**config.mk**
```make
export PLATFORM = sky130hd
export DESIGN_NAME = traceroute_reply_classifier_core_flat
export DESIGN_NICKNAME = d
export VERILOG_FILES = /design/src/rtl/core/trc_pkg.sv /design/src/rtl/core/trc_if.sv /design/src/rtl/core/traceroute_reply_classifier_core.sv /design/src/flat_wrapper.sv
export SDC_FILE = /design/constraint.sdc
export NUM_CORES = 1
export LEC_CHECK = 0
export ABC_CLOCK_PERIOD_IN_PS = 6250
export BUFFER_PORTS_ARGS = -buffer_cell sky130_fd_sc_hd__buf_2
export CAP_MARGIN = 20
export CELL_PAD_IN_SITES_DETAIL_PLACEMENT = 1
export CELL_PAD_IN_SITES_GLOBAL_PLACEMENT = 1
export CORE_UTILIZATION = 40
export DETAILED_ROUTE_END_ITERATION = 8
export HOLD_SLACK_MARGIN = 0.12
export PLACE_DENSITY = 0.84
export SLEW_MARGIN = 0
export SYNTH_ARGS = -nofsm -noshare
export SYNTH_HDL_FRONTEND = slang
export SYNTH_SLANG_ARGS = --single-unit
```
**constraint.sdc**
```tcl
create_clock -name clk -period 6.25 [get_ports clk]
set_clock_uncertainty 0.2 [all_clocks]
set_input_delay 0.625 -clock clk [delete_from_list [all_inputs] [get_ports clk]]
set_output_delay 0.625 -clock clk [all_outputs]
set_load 0.1 [all_outputs]
```
**src/rtl/core/trc_pkg.sv**
```systemverilog
// Package with the request and result types and constants of the traceroute reply classifier.
package trc_pkg;

  localparam logic [15:0] MIN_FRAME_LEN   = 16'd56;
  localparam int          TTL_FIELD_W     = 5;
  localparam logic [5:0]  MAX_HOPS        = 6'd32;
  localparam logic [7:0]  ICMP_UNREACH    = 8'd3;
  localparam logic [7:0]  ICMP_TIME_EXCD  = 8'd11;
  localparam logic [7:0]  UNREACH_CODE_LO = 8'd1;
  localparam logic [7:0]  UNREACH_CODE_HI = 8'd3;
  localparam logic [7:0]  TIME_EXCD_CODE  = 8'd0;
  localparam logic [31:0] CNT_MAX         = 32'hFFFF_FFFF;

  localparam int CFG_IDX_W  = 1;
  localparam int CFG_DATA_W = 16;

  typedef enum logic [CFG_IDX_W-1:0] {
    CFG_CHECKSUM_OFFSET = 1'b0,
    CFG_TTL_OFFSET      = 1'b1
  } cfg_idx_t;

  typedef enum logic [1:0] {
    ST_IGNORED  = 2'd0,
    ST_MISMATCH = 2'd1,
    ST_ABNORMAL = 2'd2,
    ST_RECORD   = 2'd3
  } status_t;

  typedef struct packed {
    logic        from_icmp_socket;
    logic [15:0] frame_length;
    logic [7:0]  reply_type;
    logic [7:0]  reply_code;
    logic [31:0] responder_addr;
    logic [31:0] quoted_dst_addr;
    logic [15:0] quoted_ip_id;
    logic [15:0] quoted_ip_len;
    logic [7:0]  quoted_ttl;
  } in_item_t;

  typedef struct packed {
    status_t     status;
    logic [31:0] target_addr;
    logic [31:0] hop_addr;
    logic [7:0]  hop_distance;
    logic        reached_target;
    logic [31:0] mismatch_total;
    logic [31:0] abnormal_total;
  } out_item_t;

endpackage

```
**src/rtl/core/trc_if.sv**
```systemverilog
// Valid/ready channel interfaces for the reply requests and the classification results.
interface trc_in_if
  import trc_pkg::*;
  ();
  logic     valid;
  logic     ready;
  in_item_t data;

  modport source (output valid, output data, input ready);
  modport sink (input valid, input data, output ready);
endinterface

interface trc_out_if
  import trc_pkg::*;
  ();
  logic      valid;
  logic      ready;
  out_item_t data;

  modport source (output valid, output data, input ready);
  modport sink (input valid, input data, output ready);
endinterface

```
**src/rtl/core/traceroute_reply_classifier_core.sv**
```systemverilog
// Traceroute reply classifier: checks, classifies and counts one ICMP reply per request.
// An accepted request is held in the input register, and its result in the result register.
// Throughput is one request per cycle unless a result stalls; the input register and the
// result register are separated by a single pass of adds and compares.
// Reset is synchronous and active low; it clears the valid flags, both saturating
// counters and the two configuration registers.
module traceroute_reply_classifier_core
  import trc_pkg::*;
(
  input  logic                  clk,
  input  logic                  rst_n,
  trc_in_if.sink                in_req,
  trc_out_if.source             out_rsp,
  input  logic                  cfg_we,
  input  logic [CFG_IDX_W-1:0]  cfg_index,
  input  logic [CFG_DATA_W-1:0] cfg_wdata
);

  logic        s1_valid_r;
  in_item_t    s1_data_r;
  logic        out_valid_r;
  out_item_t   out_data_r;
  logic [15:0] csum_off_r;
  logic [7:0]  ttl_off_r;
  logic [31:0] mism_cnt_r;
  logic [31:0] abn_cnt_r;

  logic        s2_load;
  out_item_t   res_nxt;
  logic [31:0] mism_cnt_nxt;
  logic [31:0] abn_cnt_nxt;

  logic [16:0] addr_sum;
  logic [15:0] addr_fold;
  logic [15:0] tag_raw;
  logic [15:0] tag;
  logic [5:0]  init_base;
  logic [8:0]  init_ttl;
  logic signed [10:0] hop_dist;
  logic signed [10:0] dist_lo;
  logic signed [10:0] dist_hi;
  logic        accepted;
  logic        is_unreach;
  logic        is_time_excd;

  assign s2_load      = s1_valid_r && (!out_valid_r || out_rsp.ready);
  assign in_req.ready = !s1_valid_r || s2_load;
  assign out_rsp.valid = out_valid_r;
  assign out_rsp.data  = out_data_r;

  always_comb begin
    addr_sum  = {1'b0, s1_data_r.quoted_dst_addr[31:16]}
              + {1'b0, s1_data_r.quoted_dst_addr[15:0]};
    addr_fold = addr_sum[15:0] + {15'd0, addr_sum[16]};
    tag_raw   = ~addr_fold + csum_off_r;
    tag       = {tag_raw[7:0], tag_raw[15:8]};

    init_base = (s1_data_r.quoted_ip_len[TTL_FIELD_W-1:0] == '0) ? MAX_HOPS
              : {1'b0, s1_data_r.quoted_ip_len[TTL_FIELD_W-1:0]};
    init_ttl  = {3'd0, init_base} + {1'b0, ttl_off_r};

    accepted     = s1_data_r.from_icmp_socket && (s1_data_r.frame_length >= MIN_FRAME_LEN);
    is_unreach   = (s1_data_r.reply_type == ICMP_UNREACH)
                && (s1_data_r.reply_code >= UNREACH_CODE_LO)
                && (s1_data_r.reply_code <= UNREACH_CODE_HI);
    is_time_excd = (s1_data_r.reply_type == ICMP_TIME_EXCD)
                && (s1_data_r.reply_code == TIME_EXCD_CODE);

    if (is_unreach) begin
      hop_dist = $signed({2'd0, init_ttl}) - $signed({3'd0, s1_data_r.quoted_ttl}) + 11'sd1;
    end else begin
      hop_dist = $signed({2'd0, init_ttl});
    end
    dist_lo = $signed({3'd0, ttl_off_r});
    dist_hi = dist_lo + $signed({5'd0, MAX_HOPS});

    mism_cnt_nxt = mism_cnt_r;
    abn_cnt_nxt  = abn_cnt_r;
    res_nxt                = '0;
    res_nxt.status         = ST_IGNORED;

    if (accepted) begin
      if (tag != s1_data_r.quoted_ip_id) begin
        res_nxt.status = ST_MISMATCH;
        if (mism_cnt_r != CNT_MAX) begin
          mism_cnt_nxt = mism_cnt_r + 32'd1;
        end
      end else if (is_unreach || is_time_excd) begin
        if ((hop_dist <= dist_lo) || (hop_dist > dist_hi)) begin
          res_nxt.status = ST_ABNORMAL;
          if (abn_cnt_r != CNT_MAX) begin
            abn_cnt_nxt = abn_cnt_r + 32'd1;
          end
        end else begin
          res_nxt.status         = ST_RECORD;
          res_nxt.target_addr    = s1_data_r.quoted_dst_addr;
          res_nxt.hop_addr       = s1_data_r.responder_addr;
          res_nxt.hop_distance   = hop_dist[7:0];
          res_nxt.reached_target = is_unreach;
        end
      end
    end
    res_nxt.mismatch_total = mism_cnt_nxt;
    res_nxt.abnormal_total = abn_cnt_nxt;
  end

  always_ff @(posedge clk) begin
    if (!rst_n) begin
      s1_valid_r  <= 1'b0;
      out_valid_r <= 1'b0;
      csum_off_r  <= '0;
      ttl_off_r   <= '0;
      mism_cnt_r  <= '0;
      abn_cnt_r   <= '0;
    end else begin
      if (in_req.ready) begin
        s1_valid_r <= in_req.valid;
      end
      if (s2_load) begin
        out_valid_r <= 1'b1;
        mism_cnt_r  <= mism_cnt_nxt;
        abn_cnt_r   <= abn_cnt_nxt;
      end else if (out_rsp.ready) begin
        out_valid_r <= 1'b0;
      end
      if (cfg_we) begin
        case (cfg_idx_t'(cfg_index))
          CFG_CHECKSUM_OFFSET: csum_off_r <= cfg_wdata[15:0];
          CFG_TTL_OFFSET:      ttl_off_r  <= cfg_wdata[7:0];
          default: ;
        endcase
      end
    end
  end

  always_ff @(posedge clk) begin
    if (in_req.valid && in_req.ready) begin
      s1_data_r <= in_req.data;
    end
    if (s2_load) begin
      out_data_r <= res_nxt;
    end
  end

endmodule

```
**src/flat_wrapper.sv**
```systemverilog
// flat-port wrapper written by rule: the top's interface ports become plain ports
module traceroute_reply_classifier_core_flat import trc_pkg::*;
  (clk, rst_n, cfg_we, cfg_index, cfg_wdata, in_req_valid, in_req_data, in_req_ready, out_rsp_valid, out_rsp_data, out_rsp_ready);
  trc_in_if in_req_i ();
  trc_out_if out_rsp_i ();
  input  logic clk;
  input  logic rst_n;
  input  logic cfg_we;
  input  logic [CFG_IDX_W-1:0] cfg_index;
  input  logic [CFG_DATA_W-1:0] cfg_wdata;
  input wire logic [$bits(in_req_i.valid)-1:0] in_req_valid;
  input wire logic [$bits(in_req_i.data)-1:0] in_req_data;
  output wire logic [$bits(in_req_i.ready)-1:0] in_req_ready;
  output wire logic [$bits(out_rsp_i.valid)-1:0] out_rsp_valid;
  output wire logic [$bits(out_rsp_i.data)-1:0] out_rsp_data;
  input wire logic [$bits(out_rsp_i.ready)-1:0] out_rsp_ready;
  assign in_req_i.valid = in_req_valid;
  assign in_req_i.data = in_req_data;
  assign in_req_ready = in_req_i.ready;
  assign out_rsp_valid = out_rsp_i.valid;
  assign out_rsp_data = out_rsp_i.data;
  assign out_rsp_i.ready = out_rsp_ready;
  traceroute_reply_classifier_core u_core (.clk(clk), .rst_n(rst_n), .in_req(in_req_i), .out_rsp(out_rsp_i), .cfg_we(cfg_we), .cfg_index(cfg_index), .cfg_wdata(cfg_wdata));
endmodule
```
# --- Word level (Yosys, flattened, before mapping) ---
# Cells that the tools add are included.
op_classes:
  n_bitwise: 4
  reduce_logical: 19
  eq_ne: 5
  addsub: 9
  magnitude_cmp: 5
  mux: 16
ops:
  columns: ["operator", "n"]
  rows:
  - ["2-to-1 mux 32 bit", 8]
  - ["2-to-1 mux 74 bit", 1]
  - ["2-to-1 mux 73 bit", 1]
  - ["adder 32 x 1 -> 32 bit, second input constant", 2]
  - ["!= test 32 bit, second input constant", 2]
  - ["adder 16 x 16 -> 17 bit", 1]
  - ["adder 16 x 1 -> 16 bit", 1]
  - ["adder 16 bit", 1]
  - ["greater-or-equal comparator 16 x 6 -> 1 bit, second input constant", 1]
  - ["!= test 16 bit", 1]
  - ["inverter 16 bit", 1]
  - ["adder 11 x 2 -> 11 bit, second input constant", 1]
  - ["greater-than comparator 11 bit", 1]
  - ["less-or-equal comparator 11 x 9 -> 1 bit", 1]
  - ["2-to-1 mux 11 bit", 1]
  - ["subtractor 9 x 8 -> 10 bit", 1]
  - ["adder 6 x 8 -> 9 bit", 1]
  - ["adder 8 x 6 -> 9 bit, second input constant", 1]
  - ["== test 8 x 2 -> 1 bit, second input constant", 1]
  - ["== test 8 x 4 -> 1 bit, second input constant", 1]
  - ["greater-or-equal comparator 8 x 1 -> 1 bit, second input constant", 1]
  - ["less-or-equal comparator 8 x 2 -> 1 bit, second input constant", 1]
  - ["logical NOT 8 bit", 1]
  - ["logical AND 1 bit", 6]
  - ["other kinds (10)", 20]
word_totals:
  output_inout_bits: 141
  regBits: 355
  elab_cells: 81

# --- Logic depth before layout (Yosys ltp) ---
logic_depth:
  word_depth: 12
  mapped_depth: 31
  ltp_nobuf: 29

# --- Worst setup path before layout ---
# OpenSTA, ideal clock, no wires.
synth_timing:
  path_kind: "reg2reg"
  from: "register u_core.s1_data_r[40] (netlist bit)"
  to: "register u_core.abn_cnt_r[24]"
  setup_ns: 0.115
  period_less_slack_ns: 6.427
  n_path_buf: 1
  t_arrival_ns: 6.113
  path_stages_with_launch: 30
  path_slack_ns: -0.177
  path_cell_list: "edfxtp_1 -> ha_1 -> fa_1 -> a21o_1 -> a311oi_2 -> o21bai_1 -> a21oi_1 -> o311ai_1 -> a21o_1 -> a21o_1 -> ha_1 -> ha_1 -> nand2_1 -> nor2_1 -> nand3_1 -> nor2_1 -> xnor2_1 -> ha_1 -> xnor2_1 -> nor2_1 -> a22oi_1 -> nand3_1 -> nor4_1 -> o2111ai_1 -> nor4bb_1 -> and4b_1 -> nand4_1 -> clkbuf_1 -> o31a_1 -> o21a_1"
synth_via:
  elab_chain_len: 7
synth_rtl:
  columns: ["item", "line", "source"]
  rows:
  - ["from (decl)", "traceroute_reply_classifier_core.sv:20", "in_item_t s1_data_r;"]
  - ["from (signal assigned)", "traceroute_reply_classifier_core.sv:138", "s1_data_r <= in_req.data;"]
  - ["adder 16 x 16 -> 17 bit", "traceroute_reply_classifier_core.sv:53", "+ {1'b0, s1_data_r.quoted_dst_addr[15:0]};"]
  - ["adder 16 x 1 -> 16 bit", "traceroute_reply_classifier_core.sv:54", "addr_fold = addr_sum[15:0] + {15'd0, addr_sum[16]};"]
  - ["inverter 16 bit", "traceroute_reply_classifier_core.sv:55", "tag_raw = ~addr_fold + csum_off_r;"]
  - ["adder 16 bit", "traceroute_reply_classifier_core.sv:55", null]
  - ["!= test 16 bit", "traceroute_reply_classifier_core.sv:83", "if (tag != s1_data_r.quoted_ip_id) begin"]
  - ["2-to-1 mux 32 bit", "traceroute_reply_classifier_core.sv:83", null]
  - ["2-to-1 mux 32 bit", "traceroute_reply_classifier_core.sv:82", "if (accepted) begin"]
  - ["to (signal assigned)", "traceroute_reply_classifier_core.sv:122", "abn_cnt_r <= abn_cnt_nxt;"]
  - ["to (decl)", "traceroute_reply_classifier_core.sv:26", "logic [31:0] abn_cnt_r;"]
# Every way passes these cells.
# A chain may end at the register's enable or synchronous reset.

# --- Worst setup path in the final report ---
layout_timing:
  from: "register u_core.s1_data_r[56] (netlist bit)"
  to: "register u_core.abn_cnt_r[28]"
# Same word-level chain as after synthesis.

==> qor.yml <==
sta:
  slew_viol_final: 0
  max_freq_mhz: 148
  worstMarginPinSlew_ns: 1.11
  grt_setup_unrepaired: "true"
  final-hold-violation-count: 0
  post-route-period-util_pct: 108
  setup_viol: 195
  setup_slack_ns: -0.491
  whs_ns: 0.162
  slew-limit-headroom_pct: 26.3
  finalCriticalPeriod_ns: 6.74
  tns_ns: -50.56
die:
  fp.dieH_um: 208
  core_um2: 41300
  ios: 300
  die_x_um: 208
  rows: 74
  die_area_um2: 43100
  initial_core_util_pct: 41.0
logic_synthesis:
  ys_seq_area_share_pct: 57.1
  syn_inst: 1493
  synthArstFlopShare_pct: 0
  synth-edff-count: 262
  yosysTopAreaCellShare_pct: 46.5
  synth_nets: 1718
  avgSynthCellArea_um2: 11.3
  synth_ff_type: "edfxtp_1"
  netlist_area_um2: 16900
  synth_top_cell_by_area: "edfxtp_1"
  ys_types: 78
  synth-seq-cells: 352
  yosysWarningCount: 0
  yosys-top-cells-area: "edfxtp_1 46%, dfxtp_1 11%, ha_1 4.6%, xor2_1 3.8%, xnor2_1 3.4%"
final_layout:
  nNetsFinal: 2283
  drive_gt1_share_pct: 32.9
  layout_common_cells: "285 x buf_2, 262 x edfxtp_1, 134 x dlygate4sd3_1, 124 x nand2_1, 114 x buf_4"
  utilization_pct: 58.0
  syn2layout_area_growth_pct: 41.4
  nFillCells: 4310
  final_common_cell: "buf_2"
detailed_routing:
  routed-via-count: 14700
  drt_iter0_drc: 756
  drc: 0
  wl_um: 61800
  vias_per_cell: 5.59
  wl_per_cell_um: 23.6
  dr.pass1.iters: 5
  drtAntennaViolNets: 0
outcome:
  status: "finished, violations left"
  violations: "setup timing"
power:
  cellLeakagePower_nw: 9.47
  internal_power_mw: 4.50
  swShare_pct: 30.7
  p_sw_mw: 1.99
  worst_ir_drop_vdd_uv: 265
  p_comb_share_pct: 22.8
  power.share.sequential_pct: 41.1
  power.share.clock_pct: 36.1
  p_per_area_nw_per_um2: 271
cts:
  cts.sinks: 352
  clock_latency_ns: 0.57
  cts_tree: "yes"
  htree_num_levels: 2
  path_clk_slew_ns: 0.06
  cts_buffer_depth: 3
  root_buffer: "clkbuf_16"
  numCtsBuffers: 39
global_route:
  track_usage_pct: 27.1
  grt-ovfl-total: 0
  antenna_found_initial: 4
  grt_max_degree: 88
  grt_pass1_vias: 15800
  grt_pass1_wl_um: 90400
setup_path:
  max_stage_delay_ns: 0.42
  cp_data_required_time_ns: 6.55
  ff2ff_setup_slack_ns: -0.49
  crit_path_end_kind: "flip-flop"
  cp_num_cells: 31
  cp-start-kind: "flip-flop"
  regToRegEndpoint: "u_core.abn_cnt_r[28]"
  path_max_fanout: 5
  ff2ff_path_depth: 31
  arrival_ns: 7.04
  critPathBufInv: 3
  crit_type: "flip-flop to flip-flop"
  crit_slowest_cell: "or4_4"
  rr_startpoint: "u_core.s1_data_r[56]"
  crit_path_frequent_cell: "a21o_1"
  cp_top_family: "compound AO/OA/AOI/OAI gates"
placement:
  place_ws_ns: -0.698
  portBuffers: 285
  post-dp-hpwl_um: 35000
  gp_congestion: 0.862
job:
  drv_cap: 0
hold_path:
  hold_path_class: "primary input to flip-flop"
  holdCritStartpoint: "cfg_wdata[4]"
  whs_path_depth: 3
  whs_endpoint: "u_core.ttl_off_r[4]"
## area by class of cell
class	instances	area [um^2]	area share, %
flip-flops and latches	352	9670	40.4
multi-input cells	1031	7690	32.1
repair buffers	576	4410	18.4
clock buffers	58	1130	4.73
well taps	532	666	2.78
inverters	58	223	0.930
clock inverters	14	139	0.580
diodes	2	5.00	0.0209
## power groups by stage
stage,Sequential (mW),Clock [mW],Combinational [mW]
6_report,2.67,2.35,1.48
5_1_grt,2.67,2.45,1.56
4_1_cts,2.66,2.35,1.36
3_5_place_dp,2.71,0,1.18
3_3_place_gp,2.70,0,1.13
2_1_floorplan,3.03,0,0.500
## registers in the layout (all words and copies together) (netlist names)
signal	cells
u_core.out_rsp.data	139
u_core.csum_off_r	16
u_core.out_rsp.valid	1
u_core.abn_cnt_r	32
u_core.s1_valid_r	1
u_core.s1_data_r	123
u_core.ttl_off_r	8
u_core.mism_cnt_r	32
## repair_timing
item,4_1_cts,5_1_grt
cloned,11,6
hold endpoints to repair,134,0
endpoints found under the setup margin,202,203
gates resized for setup,143,83
buffers inserted,26,24
hold buffers,134,0
pin swaps,71,48
## worst register-to-register path, delay by kind of cell, from the launching register on
kind | cells | cell delay (ns)
buffers and inverters | 3 | 0.55
flip-flops | 1 | 0.40
XOR/XNOR | 2 | 0.39
AND/OR/NAND/NOR | 11 | 1.92
AO/OA/AOI/OAI | 10 | 1.93
adder cells (fa/ha/maj) | 5 | 1.30
## worst max path at each step
stage	start	end
6_report	u_core.s1_data_r[56]	u_core.abn_cnt_r[28]
3_5_place_dp	u_core.s1_data_r[40]	u_core.abn_cnt_r[28]
3_3_place_gp	u_core.s1_data_r[40]	u_core.abn_cnt_r[28]
2_1_floorplan	u_core.s1_data_r[40]	u_core.abn_cnt_r[24]
5_1_grt	u_core.s1_data_r[40]	u_core.abn_cnt_r[28]
4_1_cts	u_core.s1_data_r[56]	u_core.abn_cnt_r[28]
## metal layers
layer  share of wire [%]  wire (um)  vias to the layer above  global-route usage (%)
met5               0.021         13                        -                       0
met4                 4.5       2790                        2                    11.6
met3                 5.8       3590                      182                    5.28
met2                  53      33000                      605                    50.9
met1                  36      22400                     7352                    29.4
li1                    -          -                     6526                       -
## kinds of logic (layout without fill, tap and decap cells)
group / after synthesis / count (layout) / synth area share [%]
AO/OA/AOI/OAI: 256 / 256 / 9.66
buffers and inverters: 110 / 706 / 2.57
adder cells (fa/ha/maj): 66 / 66 / 5.06
AND/OR/NAND/NOR: 550 / 550 / 17.1
multiplexers: 20 / 20 / 1.20
XOR/XNOR: 139 / 139 / 7.24
other: 0 / 2 / 0
flip-flops: 352 / 352 / 57.1
## metrics by stage
stage          power (mW)  instances  cell area, um^2
2_1_floorplan        3.53       1493            17000
3_3_place_gp         3.83       2352            19600
3_5_place_dp         3.89       2352            19600
4_1_cts              6.37       2595            23300
5_1_grt              6.68       2623            23900
6_report             6.49       2623            23900
## Yosys cell counts (6+ instances only)
| master | instances |
|---|---|
| clkbuf_1 | 43 |
| ha_1 | 62 |
| nand2_1 | 127 |
| a211oi_1 | 8 |
| dfxtp_1 | 90 |
| inv_1 | 58 |
| or3_1 | 29 |
| a21o_1 | 19 |
| o211ai_1 | 11 |
| nor4_1 | 15 |
| o31ai_1 | 8 |
| mux2i_1 | 18 |
| nor4_2 | 7 |
| o21a_1 | 13 |
| nand3_1 | 66 |
| nand2b_1 | 27 |
| nand4_1 | 19 |
| xor2_1 | 73 |
| nor2_1 | 94 |
| o21ai_0 | 51 |
| and2_1 | 78 |
| xnor2_1 | 65 |
| buf_2 | 6 |
| nor2b_1 | 12 |
| edfxtp_1 | 262 |
| a21oi_1 | 93 |
| nor3_1 | 28 |
| and3_1 | 13 |
| or2_2 | 9 |
Power figures use the tool's default switching activity.
